[config.mk]
export PLATFORM = sky130hd
export DESIGN_NAME = delay_sorted_timer_queue
export DESIGN_NICKNAME = d
export VERILOG_FILES = /design/src/rtl/core/dstq_pkg.sv /design/src/rtl/core/delay_sorted_timer_queue.sv /design/src/rtl/core/dstq_mem.sv /design/src/rtl/core/dstq_ctrl.sv
export SDC_FILE = /design/constraint.sdc
export NUM_CORES = 1
export LEC_CHECK = 0
export ABC_AREA = 1
export BUFFER_PORTS_ARGS = -buffer_cell sky130_fd_sc_hd__buf_2
export CAP_MARGIN = 20
export CELL_PAD_IN_SITES_DETAIL_PLACEMENT = 0
export CELL_PAD_IN_SITES_GLOBAL_PLACEMENT = 1
export CORE_MARGIN = 5
export CORE_UTILIZATION = 46
export DETAILED_ROUTE_END_ITERATION = 12
export GPL_TIMING_DRIVEN = 0
export PLACE_DENSITY_LB_ADDON = 0.1
export REMOVE_ABC_BUFFERS = 1
export SLEW_MARGIN = 25
export SYNTH_ARGS = -nofsm -noshare
export SYNTH_HDL_FRONTEND = slang
export SYNTH_SLANG_ARGS = --single-unit
[constraint.sdc]
create_clock -name clk -period 6.91 [get_ports clk]
set_input_delay 0.3455 -clock clk [delete_from_list [all_inputs] [get_ports clk]]
set_output_delay 0.3455 -clock clk [all_outputs]
set_load 0.02 [all_outputs]
[src/rtl/core/dstq_pkg.sv]
// Shared types and constants for the delay sorted timer queue.
`timescale 1ns / 1ps

package dstq_pkg;

    localparam int DELAY_BITS   = 32;
    localparam int DEPTH_DEF    = 16;
    localparam int TAG_BITS_DEF = 16;

    // Operation codes carried by an input word
    typedef enum logic [1:0] {
        OP_INSERT  = 2'd0,
        OP_ADVANCE = 2'd1,
        OP_POP     = 2'd2,
        OP_NOP     = 2'd3
    } op_t;

    // Status codes carried by a result word
    typedef enum logic [1:0] {
        ST_OK    = 2'd0,
        ST_FULL  = 2'd1,
        ST_EMPTY = 2'd2
    } status_t;

    // Sequencer states
    typedef enum logic [2:0] {
        S_IDLE,
        S_INS_CMP,
        S_INS_PUT,
        S_ADV,
        S_POP,
        S_RESP
    } state_t;

    // Result handoff from sequencer to output register
    typedef struct packed {
        logic    valid;
        status_t status;
    } res_t;

endpackage

[src/rtl/core/delay_sorted_timer_queue.sv]
// Insert walks the entries with greater delay, advance walks every pending entry,
// pop reads the head, full/empty/no-op go straight to the result; one word at a time.
// Throughput is set by the one-read one-write entry store walk: about one entry per cycle.
// The next word is taken while the previous result waits in the output register.
// Reset (rst_n, async, active low) empties the queue; the store needs no clearing pass.
`timescale 1ns / 1ps

module delay_sorted_timer_queue
    import dstq_pkg::*;
#(
    parameter int DEPTH    = DEPTH_DEF,
    parameter int TAG_BITS = TAG_BITS_DEF
)
(
    input  logic                       clk,
    input  logic                       rst_n,
    input  logic                       in_valid,
    output logic                       in_stall,
    input  logic [1:0]                 opcode,
    input  logic [TAG_BITS-1:0]        task_tag,
    input  logic [DELAY_BITS-1:0]      delay,
    input  logic [DELAY_BITS-1:0]      elapsed,
    output logic                       out_valid,
    input  logic                       out_stall,
    output logic [1:0]                 status,
    output logic [TAG_BITS-1:0]        head_tag,
    output logic [DELAY_BITS-1:0]      head_delay,
    output logic [$clog2(DEPTH+1)-1:0] occupancy
);

    localparam int IDX_W = $clog2(DEPTH);
    localparam int CNT_W = $clog2(DEPTH + 1);
    localparam int ENT_W = TAG_BITS + DELAY_BITS;

    res_t                  res;
    logic                  res_ready;
    logic [TAG_BITS-1:0]   res_tag;
    logic [DELAY_BITS-1:0] res_delay;
    logic [CNT_W-1:0]      res_count;

    logic                  rd_en;
    logic [IDX_W-1:0]      rd_addr;
    logic [ENT_W-1:0]      rd_data;
    logic                  wr_en;
    logic [IDX_W-1:0]      wr_addr;
    logic [ENT_W-1:0]      wr_data;

    logic                  out_valid_reg;
    logic [1:0]            status_reg;
    logic [TAG_BITS-1:0]   head_tag_reg;
    logic [DELAY_BITS-1:0] head_delay_reg;
    logic [CNT_W-1:0]      occupancy_reg;

    dstq_ctrl #(
        .DEPTH    (DEPTH),
        .TAG_BITS (TAG_BITS)
    ) u_ctrl (
        .clk       (clk),
        .rst_n     (rst_n),
        .in_valid  (in_valid),
        .in_stall  (in_stall),
        .opcode    (opcode),
        .task_tag  (task_tag),
        .delay     (delay),
        .elapsed   (elapsed),
        .res       (res),
        .res_ready (res_ready),
        .res_tag   (res_tag),
        .res_delay (res_delay),
        .res_count (res_count),
        .rd_en     (rd_en),
        .rd_addr   (rd_addr),
        .rd_data   (rd_data),
        .wr_en     (wr_en),
        .wr_addr   (wr_addr),
        .wr_data   (wr_data)
    );

    dstq_mem #(
        .DEPTH (DEPTH),
        .WIDTH (ENT_W)
    ) u_mem (
        .clk     (clk),
        .rd_en   (rd_en),
        .rd_addr (rd_addr),
        .rd_data (rd_data),
        .wr_en   (wr_en),
        .wr_addr (wr_addr),
        .wr_data (wr_data)
    );

    // Output register is free when empty or being taken
    assign res_ready = !out_valid_reg || !out_stall;

    always_ff @(posedge clk or negedge rst_n)
    begin
        if (!rst_n)
        begin
            out_valid_reg <= 1'b0;
        end
        else if (res_ready)
        begin
            out_valid_reg <= res.valid;
        end
    end

    // Result word payload
    always_ff @(posedge clk)
    begin
        if (res_ready && res.valid)
        begin
            status_reg     <= res.status;
            head_tag_reg   <= res_tag;
            head_delay_reg <= res_delay;
            occupancy_reg  <= res_count;
        end
    end

    assign out_valid  = out_valid_reg;
    assign status     = status_reg;
    assign head_tag   = head_tag_reg;
    assign head_delay = head_delay_reg;
    assign occupancy  = occupancy_reg;

endmodule

[src/rtl/core/dstq_mem.sv]
// Entry store: one write port, one read port, registered read data.
`timescale 1ns / 1ps

module dstq_mem
    import dstq_pkg::*;
#(
    parameter int DEPTH = DEPTH_DEF,
    parameter int WIDTH = TAG_BITS_DEF + DELAY_BITS
)
(
    input  logic                     clk,
    input  logic                     rd_en,
    input  logic [$clog2(DEPTH)-1:0] rd_addr,
    output logic [WIDTH-1:0]         rd_data,
    input  logic                     wr_en,
    input  logic [$clog2(DEPTH)-1:0] wr_addr,
    input  logic [WIDTH-1:0]         wr_data
);

    logic [WIDTH-1:0] mem [DEPTH];

    // Write port
    always_ff @(posedge clk)
    begin
        if (wr_en)
        begin
            mem[wr_addr] <= wr_data;
        end
    end

    // Read port
    always_ff @(posedge clk)
    begin
        if (rd_en)
        begin
            rd_data <= mem[rd_addr];
        end
    end

endmodule

[src/rtl/core/dstq_ctrl.sv]
// Sequencer: walks the circular entry store for insert, advance and pop.
`timescale 1ns / 1ps

module dstq_ctrl
    import dstq_pkg::*;
#(
    parameter int DEPTH    = DEPTH_DEF,
    parameter int TAG_BITS = TAG_BITS_DEF
)
(
    input  logic                         clk,
    input  logic                         rst_n,
    // input word
    input  logic                         in_valid,
    output logic                         in_stall,
    input  logic [1:0]                   opcode,
    input  logic [TAG_BITS-1:0]          task_tag,
    input  logic [DELAY_BITS-1:0]        delay,
    input  logic [DELAY_BITS-1:0]        elapsed,
    // result handoff
    output res_t                         res,
    input  logic                         res_ready,
    output logic [TAG_BITS-1:0]          res_tag,
    output logic [DELAY_BITS-1:0]        res_delay,
    output logic [$clog2(DEPTH+1)-1:0]   res_count,
    // entry store
    output logic                         rd_en,
    output logic [$clog2(DEPTH)-1:0]     rd_addr,
    input  logic [TAG_BITS+DELAY_BITS-1:0] rd_data,
    output logic                         wr_en,
    output logic [$clog2(DEPTH)-1:0]     wr_addr,
    output logic [TAG_BITS+DELAY_BITS-1:0] wr_data
);

    localparam int IDX_W = $clog2(DEPTH);
    localparam int CNT_W = $clog2(DEPTH + 1);
    localparam logic [IDX_W:0] DEPTH_W = (IDX_W + 1)'(DEPTH);
    localparam logic [CNT_W-1:0] DEPTH_C = CNT_W'(DEPTH);

    state_t                state_reg, state_next;
    logic [IDX_W-1:0]      head_reg, head_next;
    logic [CNT_W-1:0]      count_reg, count_next;
    logic [IDX_W-1:0]      j_reg, j_next;
    logic [TAG_BITS-1:0]   tag_reg, tag_next;
    logic [DELAY_BITS-1:0] dly_reg, dly_next;
    status_t               status_reg, status_next;
    logic [TAG_BITS-1:0]   rtag_reg, rtag_next;
    logic [DELAY_BITS-1:0] rdly_reg, rdly_next;

    logic [TAG_BITS-1:0]   rd_tag;
    logic [DELAY_BITS-1:0] rd_delay;
    logic [DELAY_BITS-1:0] sat_delay;
    logic [IDX_W-1:0]      last_idx;
    logic                  accept;

    // Logical position to physical address, relative to the head
    function automatic logic [IDX_W-1:0] phys(input logic [IDX_W-1:0] hd,
                                              input logic [IDX_W-1:0] l);
        logic [IDX_W:0] s;
        s = {1'b0, hd} + {1'b0, l};
        if (s >= DEPTH_W)
        begin
            s = s - DEPTH_W;
        end
        return s[IDX_W-1:0];
    endfunction

    assign rd_tag    = rd_data[TAG_BITS+DELAY_BITS-1:DELAY_BITS];
    assign rd_delay  = rd_data[DELAY_BITS-1:0];
    assign sat_delay = (rd_delay > dly_reg) ? rd_delay - dly_reg : '0;
    assign last_idx  = IDX_W'(count_reg - 1'b1);
    assign accept    = in_valid && (state_reg == S_IDLE);

    assign in_stall  = (state_reg != S_IDLE);
    assign res.valid = (state_reg == S_RESP);
    assign res.status = status_reg;
    assign res_tag   = rtag_reg;
    assign res_delay = rdly_reg;
    assign res_count = count_reg;

    // State and control registers
    always_ff @(posedge clk or negedge rst_n)
    begin
        if (!rst_n)
        begin
            state_reg <= S_IDLE;
            head_reg  <= '0;
            count_reg <= '0;
        end
        else
        begin
            state_reg <= state_next;
            head_reg  <= head_next;
            count_reg <= count_next;
        end
    end

    // Working and result payload
    always_ff @(posedge clk)
    begin
        j_reg      <= j_next;
        tag_reg    <= tag_next;
        dly_reg    <= dly_next;
        status_reg <= status_next;
        rtag_reg   <= rtag_next;
        rdly_reg   <= rdly_next;
    end

    // Next state, store accesses
    always_comb
    begin
        state_next  = state_reg;
        head_next   = head_reg;
        count_next  = count_reg;
        j_next      = j_reg;
        tag_next    = tag_reg;
        dly_next    = dly_reg;
        status_next = status_reg;
        rtag_next   = rtag_reg;
        rdly_next   = rdly_reg;
        rd_en       = 1'b0;
        rd_addr     = '0;
        wr_en       = 1'b0;
        wr_addr     = '0;
        wr_data     = {tag_reg, dly_reg};

        unique case (state_reg)
            S_IDLE:
            begin
                if (accept)
                begin
                    status_next = ST_OK;
                    rtag_next   = '0;
                    rdly_next   = '0;
                    unique case (op_t'(opcode))
                        OP_INSERT:
                        begin
                            tag_next = task_tag;
                            dly_next = delay;
                            if (count_reg == DEPTH_C)
                            begin
                                status_next = ST_FULL;
                                state_next  = S_RESP;
                            end
                            else if (count_reg == '0)
                            begin
                                j_next     = '0;
                                state_next = S_INS_PUT;
                            end
                            else
                            begin
                                // start the walk at the tail
                                rd_en      = 1'b1;
                                rd_addr    = phys(head_reg, last_idx);
                                j_next     = last_idx;
                                state_next = S_INS_CMP;
                            end
                        end
                        OP_ADVANCE:
                        begin
                            dly_next = elapsed;
                            if (count_reg == '0)
                            begin
                                state_next = S_RESP;
                            end
                            else
                            begin
                                rd_en      = 1'b1;
                                rd_addr    = head_reg;
                                j_next     = '0;
                                state_next = S_ADV;
                            end
                        end
                        OP_POP:
                        begin
                            if (count_reg == '0)
                            begin
                                status_next = ST_EMPTY;
                                state_next  = S_RESP;
                            end
                            else
                            begin
                                rd_en      = 1'b1;
                                rd_addr    = head_reg;
                                state_next = S_POP;
                            end
                        end
                        OP_NOP:
                        begin
                            state_next = S_RESP;
                        end
                        default:
                        begin
                            state_next = S_RESP;
                        end
                    endcase
                end
            end

            S_INS_CMP:
            begin
                // entry j arrives; shift it up or drop the new task behind it
                wr_en   = 1'b1;
                wr_addr = phys(head_reg, j_reg + 1'b1);
                if (rd_delay > dly_reg)
                begin
                    wr_data = rd_data;
                    if (j_reg == '0)
                    begin
                        state_next = S_INS_PUT;
                    end
                    else
                    begin
                        rd_en   = 1'b1;
                        rd_addr = phys(head_reg, j_reg - 1'b1);
                        j_next  = j_reg - 1'b1;
                    end
                end
                else
                begin
                    wr_data    = {tag_reg, dly_reg};
                    count_next = count_reg + 1'b1;
                    state_next = S_RESP;
                end
            end

            S_INS_PUT:
            begin
                // new task goes to the head (or into an empty queue)
                wr_en      = 1'b1;
                wr_addr    = phys(head_reg, j_reg);
                wr_data    = {tag_reg, dly_reg};
                count_next = count_reg + 1'b1;
                state_next = S_RESP;
            end

            S_ADV:
            begin
                // write back entry j, fetch j+1 unless j is the last
                wr_en   = 1'b1;
                wr_addr = phys(head_reg, j_reg);
                wr_data = {rd_tag, sat_delay};
                if (j_reg == last_idx)
                begin
                    state_next = S_RESP;
                end
                else
                begin
                    rd_en   = 1'b1;
                    rd_addr = phys(head_reg, j_reg + 1'b1);
                    j_next  = j_reg + 1'b1;
                end
            end

            S_POP:
            begin
                rtag_next  = rd_tag;
                rdly_next  = rd_delay;
                head_next  = phys(head_reg, IDX_W'(1));
                count_next = count_reg - 1'b1;
                state_next = S_RESP;
            end

            S_RESP:
            begin
                if (res_ready)
                begin
                    state_next = S_IDLE;
                end
            end

            default:
            begin
                state_next = S_IDLE;
            end
        endcase
    end

endmodule
### Yosys cells after proc, flatten, opt, wreduce, memory -nomap -nowiden

Memory sizes are Yosys's and may differ from the RTL's. A register that Yosys moved wholly into a read port is not among the register bits.
Cells that the tools add are included.

| storage, ports and cells | value |
|---|---|
| word-level logic and storage cells | 141 |
| output and inout port bits | 57 |
| bits in writable memories | 768 |
| memories kept | 1 |
| register bits | 170 |
| input bits | 86 |

Memory list:

| name | words | bits a word | rd ports | clocked after memory_dff | wr ports | RTL line | text |
|---|---|---|---|---|---|---|---|
| u_mem.mem | 16 | 48 | 1 | 1 | 1 | dstq_mem.sv:20 | `logic [WIDTH-1:0] mem [DEPTH];` |

| operators by class | value |
|---|---|
| $add $sub $neg | 15 |
| eq/ne operators | 21 |
| multiplexer cells | 59 |
| magnitude comparators | 6 |
| reduce and logical (&&, ||, !) cells | 25 |

Operators by type and width:

| operator | count |
|---|---|
| $pmux 32 s2 | 2 |
| $pmux 48 s2 | 1 |
| $mux 4 | 19 |
| $mux 32 | 2 |
| $mux 48 | 1 |
| $gt 32x32->1 | 1 |
| $pmux 16 s2 | 1 |
| $sub 32x32->32 | 1 |
| $ge 5x5->1 const B | 5 |
| $pmux 4 s2 | 3 |
| $pmux 4 s3 | 2 |
| $sub 4x1->4 const B | 6 |
| $mux 3 | 7 |
| $add 4x4->5 | 4 |
| $mux 16 | 1 |
| $pmux 3 s5 | 1 |
| $pmux 5 s3 | 1 |
| $ne 3x3->1 const B | 4 |
| $pmux 3 s4 | 1 |
| $mux 1 | 11 |
| $reduce_bool 3->1 | 3 |
| $ne 2x1->1 const B | 4 |
| $reduce_and 8->1 | 1 |
| $eq 3x2->1 const B | 2 |
| other kinds (29) | 42 |

### Longest topological paths before layout

| depth | value |
|---|---|
| depth after elaboration | 9 |
| depth in mapped cells | 23 |
| mapped depth without buffers | 21 |

### By module

A second synthesis with hierarchy kept.

| unflattened totals | value |
|---|---|
| cells, all modules | 4,380 |
| area total of the unflattened synthesis | 44,874.3 µm² |

Modules (own cells, without submodules):

| module | cells an instance | seq. area each (µm²) | instances | area each (µm²) |
|---|---|---|---|---|
| dstq_mem | 3,165 | 24,503.5 | 1 | 34,469.3 |
| dstq_ctrl | 1,155 | 3,363.2 | 1 | 8,712.1 |
| delay_sorted_timer_queue | 60 | 1,676.6 | 1 | 1,692.9 |

### Worst setup path after synthesis

Ideal clock, no wire load.

| path | value |
|---|---|
| path type | reg2reg |
| from | register u_ctrl.j_reg[0] |
| to | memory u_mem.mem[0][0] (netlist bit) (enable) |
| required time | 6,337 ps |
| arrival time | 6,507 ps |
| stages on the path, launching flop included | 12 |
| path slack | -170 ps |
| library setup time | 573 ps |
| cells stage by stage | edfxtp_1 inv_1 ha_1 ha_1 a21o_1 a21oi_1 xor2_1 or2_2 nand2_1 inv_1 nand2_1 nor4_1 |

| between the ends | value |
|---|---|
| cells in the longest elaborated chain, start to end | 5 |

Ends and longest elaborated chain:

| element | RTL line | text |
|---|---|---|
| start, declared | dstq_ctrl.sv:43 | `logic [IDX_W-1:0] j_reg, j_next;` |
| start signal, assigned | dstq_ctrl.sv:101 | `j_reg <= j_next;` |
| $add 4x1->4 | dstq_ctrl.sv:204 | `wr_addr = phys(head_reg, j_reg + 1'b1);` |
| $add 4x4->5 | dstq_ctrl.sv:60 | `s = {1'b0, hd} + {1'b0, l};` |
| $sub 4x1->4 / $ge 5x5->1 (equally long branches) | dstq_ctrl.sv:63, dstq_ctrl.sv:61 |  |
| $mux 4 | dstq_ctrl.sv:61 | `if (s >= DEPTH_W)` |
| $pmux 4 s2 * | dstq_ctrl.sv:127 | `unique case (state_reg)` |
| end, declared | dstq_mem.sv:20 |  |

Every way passes the cells marked *; elsewhere a longest branch is shown, timed or not.

### Final worst setup path

| path | value |
|---|---|
| from | register u_ctrl.dly_reg[0] |
| to | memory u_mem.mem[13][16] (netlist bit), data pin |

| between the ends | value |
|---|---|
| cells in the longest elaborated chain, start to end | 3 |

Ends and longest elaborated chain:

| element | RTL line | text |
|---|---|---|
| start, declared | dstq_ctrl.sv:45 | `logic [DELAY_BITS-1:0] dly_reg, dly_next;` |
| start signal, assigned | dstq_ctrl.sv:103 | `dly_reg <= dly_next;` |
| $sub 32x32->32 / $gt 32x32->1 (equally long branches) | dstq_ctrl.sv:70, dstq_ctrl.sv:205 |  |
| $mux 32 / $mux 48 (equally long branches) | dstq_ctrl.sv:70, dstq_ctrl.sv:205 |  |
| $pmux 48 s2 * | dstq_ctrl.sv:127 |  |
| named net u_ctrl.wr_data[16] | dstq_ctrl.sv:32 | `output logic [TAG_BITS+DELAY_BITS-1:0] wr_data` |

Mark *: on every way through the listed nets, which the timed path passes. The rest lies on a longest branch.

==> impl_metrics.yaml <==
floorplanning:
  io_pins: 143
  die-area_mm2: 0.09957
  die_x_um: 315.5
  fp.dieH_um: 315.5
  core_mm2: 0.09305
  initial_core_util_pct: 46.15
  rows: 112
grt:
  gr-total-overflow: 0
  antenna_found_initial: 0
  grt_use_total_pct: 25.29
  grt_pass1_wl_um: 187600
  grt_pass1_vias: 29440
  grt_max_degree: 115
worst_setup_path:
  worstReg2RegStart: "u_ctrl.dly_reg[0]$_DFFE_PP_"
  reg2reg_depth: 18
  critPathMaxFanout: 33
  cp.arrival_ns: 5.50
  end_kind: "flip-flop"
  worst-path-stages: 18
  crit_family: "simple AND/OR/NAND/NOR gates"
  critical_path_required_ns: 7.33
  r2r_slack_ns: 1.83
  critPathLaunchType: "flip-flop"
  crit_buf_inv: 4
  r2r-end: "u_mem.mem[13][16]$_DFFE_PP_"
  worst_path_max_delay_cell: "nor2_2"
  slowest_delay_ns: 0.67
  cp_common_cell: "nand2_1"
  path_cells: "ha_1 -> fa_1 -> inv_1 -> nand2_1 -> nand2_1 -> nand3_1 -> nand2_1 -> nand2_1 -> nand2_2 -> nand2_2 -> nand2_4 -> nand2_4 -> nor2_2 -> inv_4 -> buf_16 -> nand2_2 -> o221ai_1 -> buf_2"
  path_class: "reg2reg"
hold_path:
  holdPathEnd: "u_ctrl.dly_reg[14]$_DFFE_PP_"
  min_path_type: "in2reg"
  min_path_cells: 2
  min-delay-start: "delay[14]"
layout:
  fin_util_pct: 55.12
  layout-drive-gt1-share_pct: 13.58
  largest_reg_flops: 768
  nFillCells: 7790
  multi_input_area_mm2: 0.01195
  top_register: "u_mem.mem"
  seqCellArea_mm2: 0.02954
  reg.largest.list: "u_mem.mem (768), u_mem.rd_data (48)"
  area_growth_pct: 19.43
  layout.nets: 4053
logic_synthesis:
  async_flop_share_pct: 1.318
  synth-edff-count: 973
  yosysUniqueCellTypes: 45
  ys_warn_count: 0
  synth_top_area_share_pct: 68.04
  synth-seq-cells: 986
  avgSynthCellArea_um2: 11.60
  netlist_top_cells_area: "edfxtp_1, nand3_1, nand2_1"
  synth_ff_type: "edfxtp_1"
  syn_inst: 3701
  yosysTopAreaCell: "edfxtp_1"
  syn_area_mm2: 0.04294
  seq_area_frac_synth_pct: 68.79
clock_network:
  numCtsBuffers: 105
  clock-sinks: 986
  insertion_delay_ns: 0.70
  cts_tree: "yes"
  clk_pin_slew_ns: 0.07
  clockRootBuffer: "clkbuf_16"
  cts_max_path_buffers: 3
  post-cts-setup-buffer-count: 0
  htree_levels: 3
pwr:
  peakVddDrop_v: 0.0003074
  finalPower_mw: 27.84
  p_leak_nw: 19.13
  powerDensity_mw_per_mm2: 542.8
sta:
  min_period_over_period_pct: 73.53
  finClkSkew_ns: 0.03084
  slew_headroom_pct: 31.78
  finalCriticalPeriod_ns: 5.081
  slew_viol_final: 0
  fmax_ghz: 0.1968
  finalSetupViolCount: 0
  rsz0062_at_grt: "false"
  fin_tns_setup_ns: 0
  hold_ws_ns: 0.05362
  tightest_slew_ns: 1.017
  finalHoldViolations: 0
routing:
  wl_met2_um: 59490
  drt-total-wl_um: 128200
  vias_per_cell: 5.725
  met1_length_um: 54060
  drtPass1Iterations: 6
  wire_per_inst_um: 24.40
  top_layer: "met4"
  route.detailed.drc: 0
  vias: 30080
  first_iter_violations: 3258
  drt.antenna.violating_nets: 0
  route.met3.wl_um: 10720
placed_design:
  port_buffers: 142
  hpwlAfterDp_um: 79180
  gp_congestion: 0.8652
outcome:
  status: "completed"
run:
  maxCapViolCount: 0
worst reg2reg max path, stage by stage (launching register included):
cell      delay, ns
edfxtp_1       0.44
ha_1           0.26
fa_1           0.36
inv_1          0.07
nand2_1        0.07
nand2_1        0.12
nand3_1        0.09
nand2_1        0.17
nand2_1        0.09
nand2_2        0.15
nand2_2        0.08
nand2_4        0.10
nand2_4        0.09
nor2_2         0.67
inv_4          0.20
buf_16         0.27
nand2_2        0.70
o221ai_1       0.54
buf_2          0.33
stage by stage:
| stage | std cells | instance area [um2] | setup slack (ns) |
|---|---|---|---|
| after floorplan | 3474 | 41740 | -1.387 |
| after global placement | 4870 | 44020 | -13.53 |
| after detailed placement | 4987 | 46960 | 1.879 |
| after CTS | 5251 | 51150 | 1.884 |
| after global routing | 5253 | 51290 | 1.512 |
| final | 5254 | 51290 | 1.829 |
metal layers:
layer / track usage [%] / vias to the layer above
li1: - / 13670
met1: 35.75 / 14880
met2: 39.91 / 1301
met3: 4.391 / 232
met4: 9.019 / 0
met5: 0 / -
how the worst max path moves through the flow:
stage | startpoint | endpoint | slack (ns)
finish | u_ctrl.dly_reg[0]$_DFFE_PP_ | u_mem.mem[13][16]$_DFFE_PP_ | 1.83
global route | u_ctrl.dly_reg[0]$_DFFE_PP_ | u_mem.mem[13][16]$_DFFE_PP_ | 1.51
CTS | u_ctrl.dly_reg[0]$_DFFE_PP_ | u_mem.mem[3][6]$_DFFE_PP_ | 1.88
detailed placement | u_ctrl.dly_reg[0]$_DFFE_PP_ | u_mem.mem[10][13]$_DFFE_PP_ | 1.88
global placement | u_ctrl.state_reg[2]$_DFFE_PN0P_ | u_mem.rd_data[11]$_DFFE_PP_ | -13.53
floorplan | u_ctrl.res_count[0]$_DFFE_PN0P_ | u_mem.rd_data[13]$_DFFE_PP_ | -1.39
Yosys cell counts, types with 3 or more instances:
cell type  instances
a21boi_0           3
a21o_1             5
a21oi_1           48
a22oi_1           13
a31oi_1            3
buf_1             10
buf_2            153
buf_4             33
buf_6              4
clkbuf_1          26
dfrtp_1           13
edfxtp_1         973
fa_1               5
ha_1              52
inv_1            177
inv_2              7
mux2_2            32
nand2_1          810
nand2_2            5
nand2_4            3
nand3_1         1022
nand4_1            7
nor2_1           127
nor2_2             6
nor3_1            10
nor4_1             4
o211ai_1           5
o21a_1             3
o21ai_0           32
o21bai_1           5
o221ai_1          21
o22ai_1            7
o31ai_1           16
or2_2              4
xnor2_1           15
xor2_1            30
logic make-up (layout without fill, tap and decap cells):
group | Yosys count | after routing | synth area share [%]
other | 0 | 1 | 0
DFF | 986 | 986 | 68.79
muxes | 32 | 32 | 0.8391
and+or+nand+nor | 2005 | 2005 | 20.84
AOI/OAI and AO/OA | 165 | 165 | 2.456
xor gates and xnor gates | 45 | 45 | 0.9178
adders and majority gates | 57 | 57 | 1.748
buffers and inverters | 411 | 709 | 4.405
where the power goes:
part / total, mW / internal, mW / switching, mW
sequential: 9.96 / 9.44 / 0.516
clock: 5.74 / 3.38 / 2.36
combinational: 12.1 / 3.81 / 8.33
total: 27.8 / 16.6 / 11.2
timing repair:
item / 4_1_cts / 5_1_grt
hold endpoints to repair: 56 / 0
hold buffers: 68 / 0
resized for setup: 0 / 0
area by class of cell:
class | instances | area share, %
Sequential cell | 986 | 57.60
Clock inverter | 72 | 1.527
Timing Repair Buffer | 329 | 7.796
Tap cell | 1254 | 3.059
Inverter | 184 | 1.410
Clock buffer | 124 | 5.303
Antenna cell | 1 | 0.004879
Multi-Input combinational cell | 2304 | 23.30
placed cells by master (no fill, tap or decap), drive strengths merged, types with 7 or more instances in the layout:
cell         synthesis  final
nor2               133    133
nor3                12     12
ha                  52     52
xor2                30     30
o21ai               33     33
a22oi               13     13
bufinv               0     15
buf                200    259
edfxtp             973    973
nand4                8      8
o31ai               16     16
clkinv               0     47
nand3             1023   1023
inv                184    189
mux2                32     32
o221ai              21     21
dlygate4sd3          0     68
a21oi               48     48
clkbuf              27    126
dfrtp               13     13
nand2              818    818
o22ai                7      7
xnor2               15     15
Power figures use the tool's default switching activity.
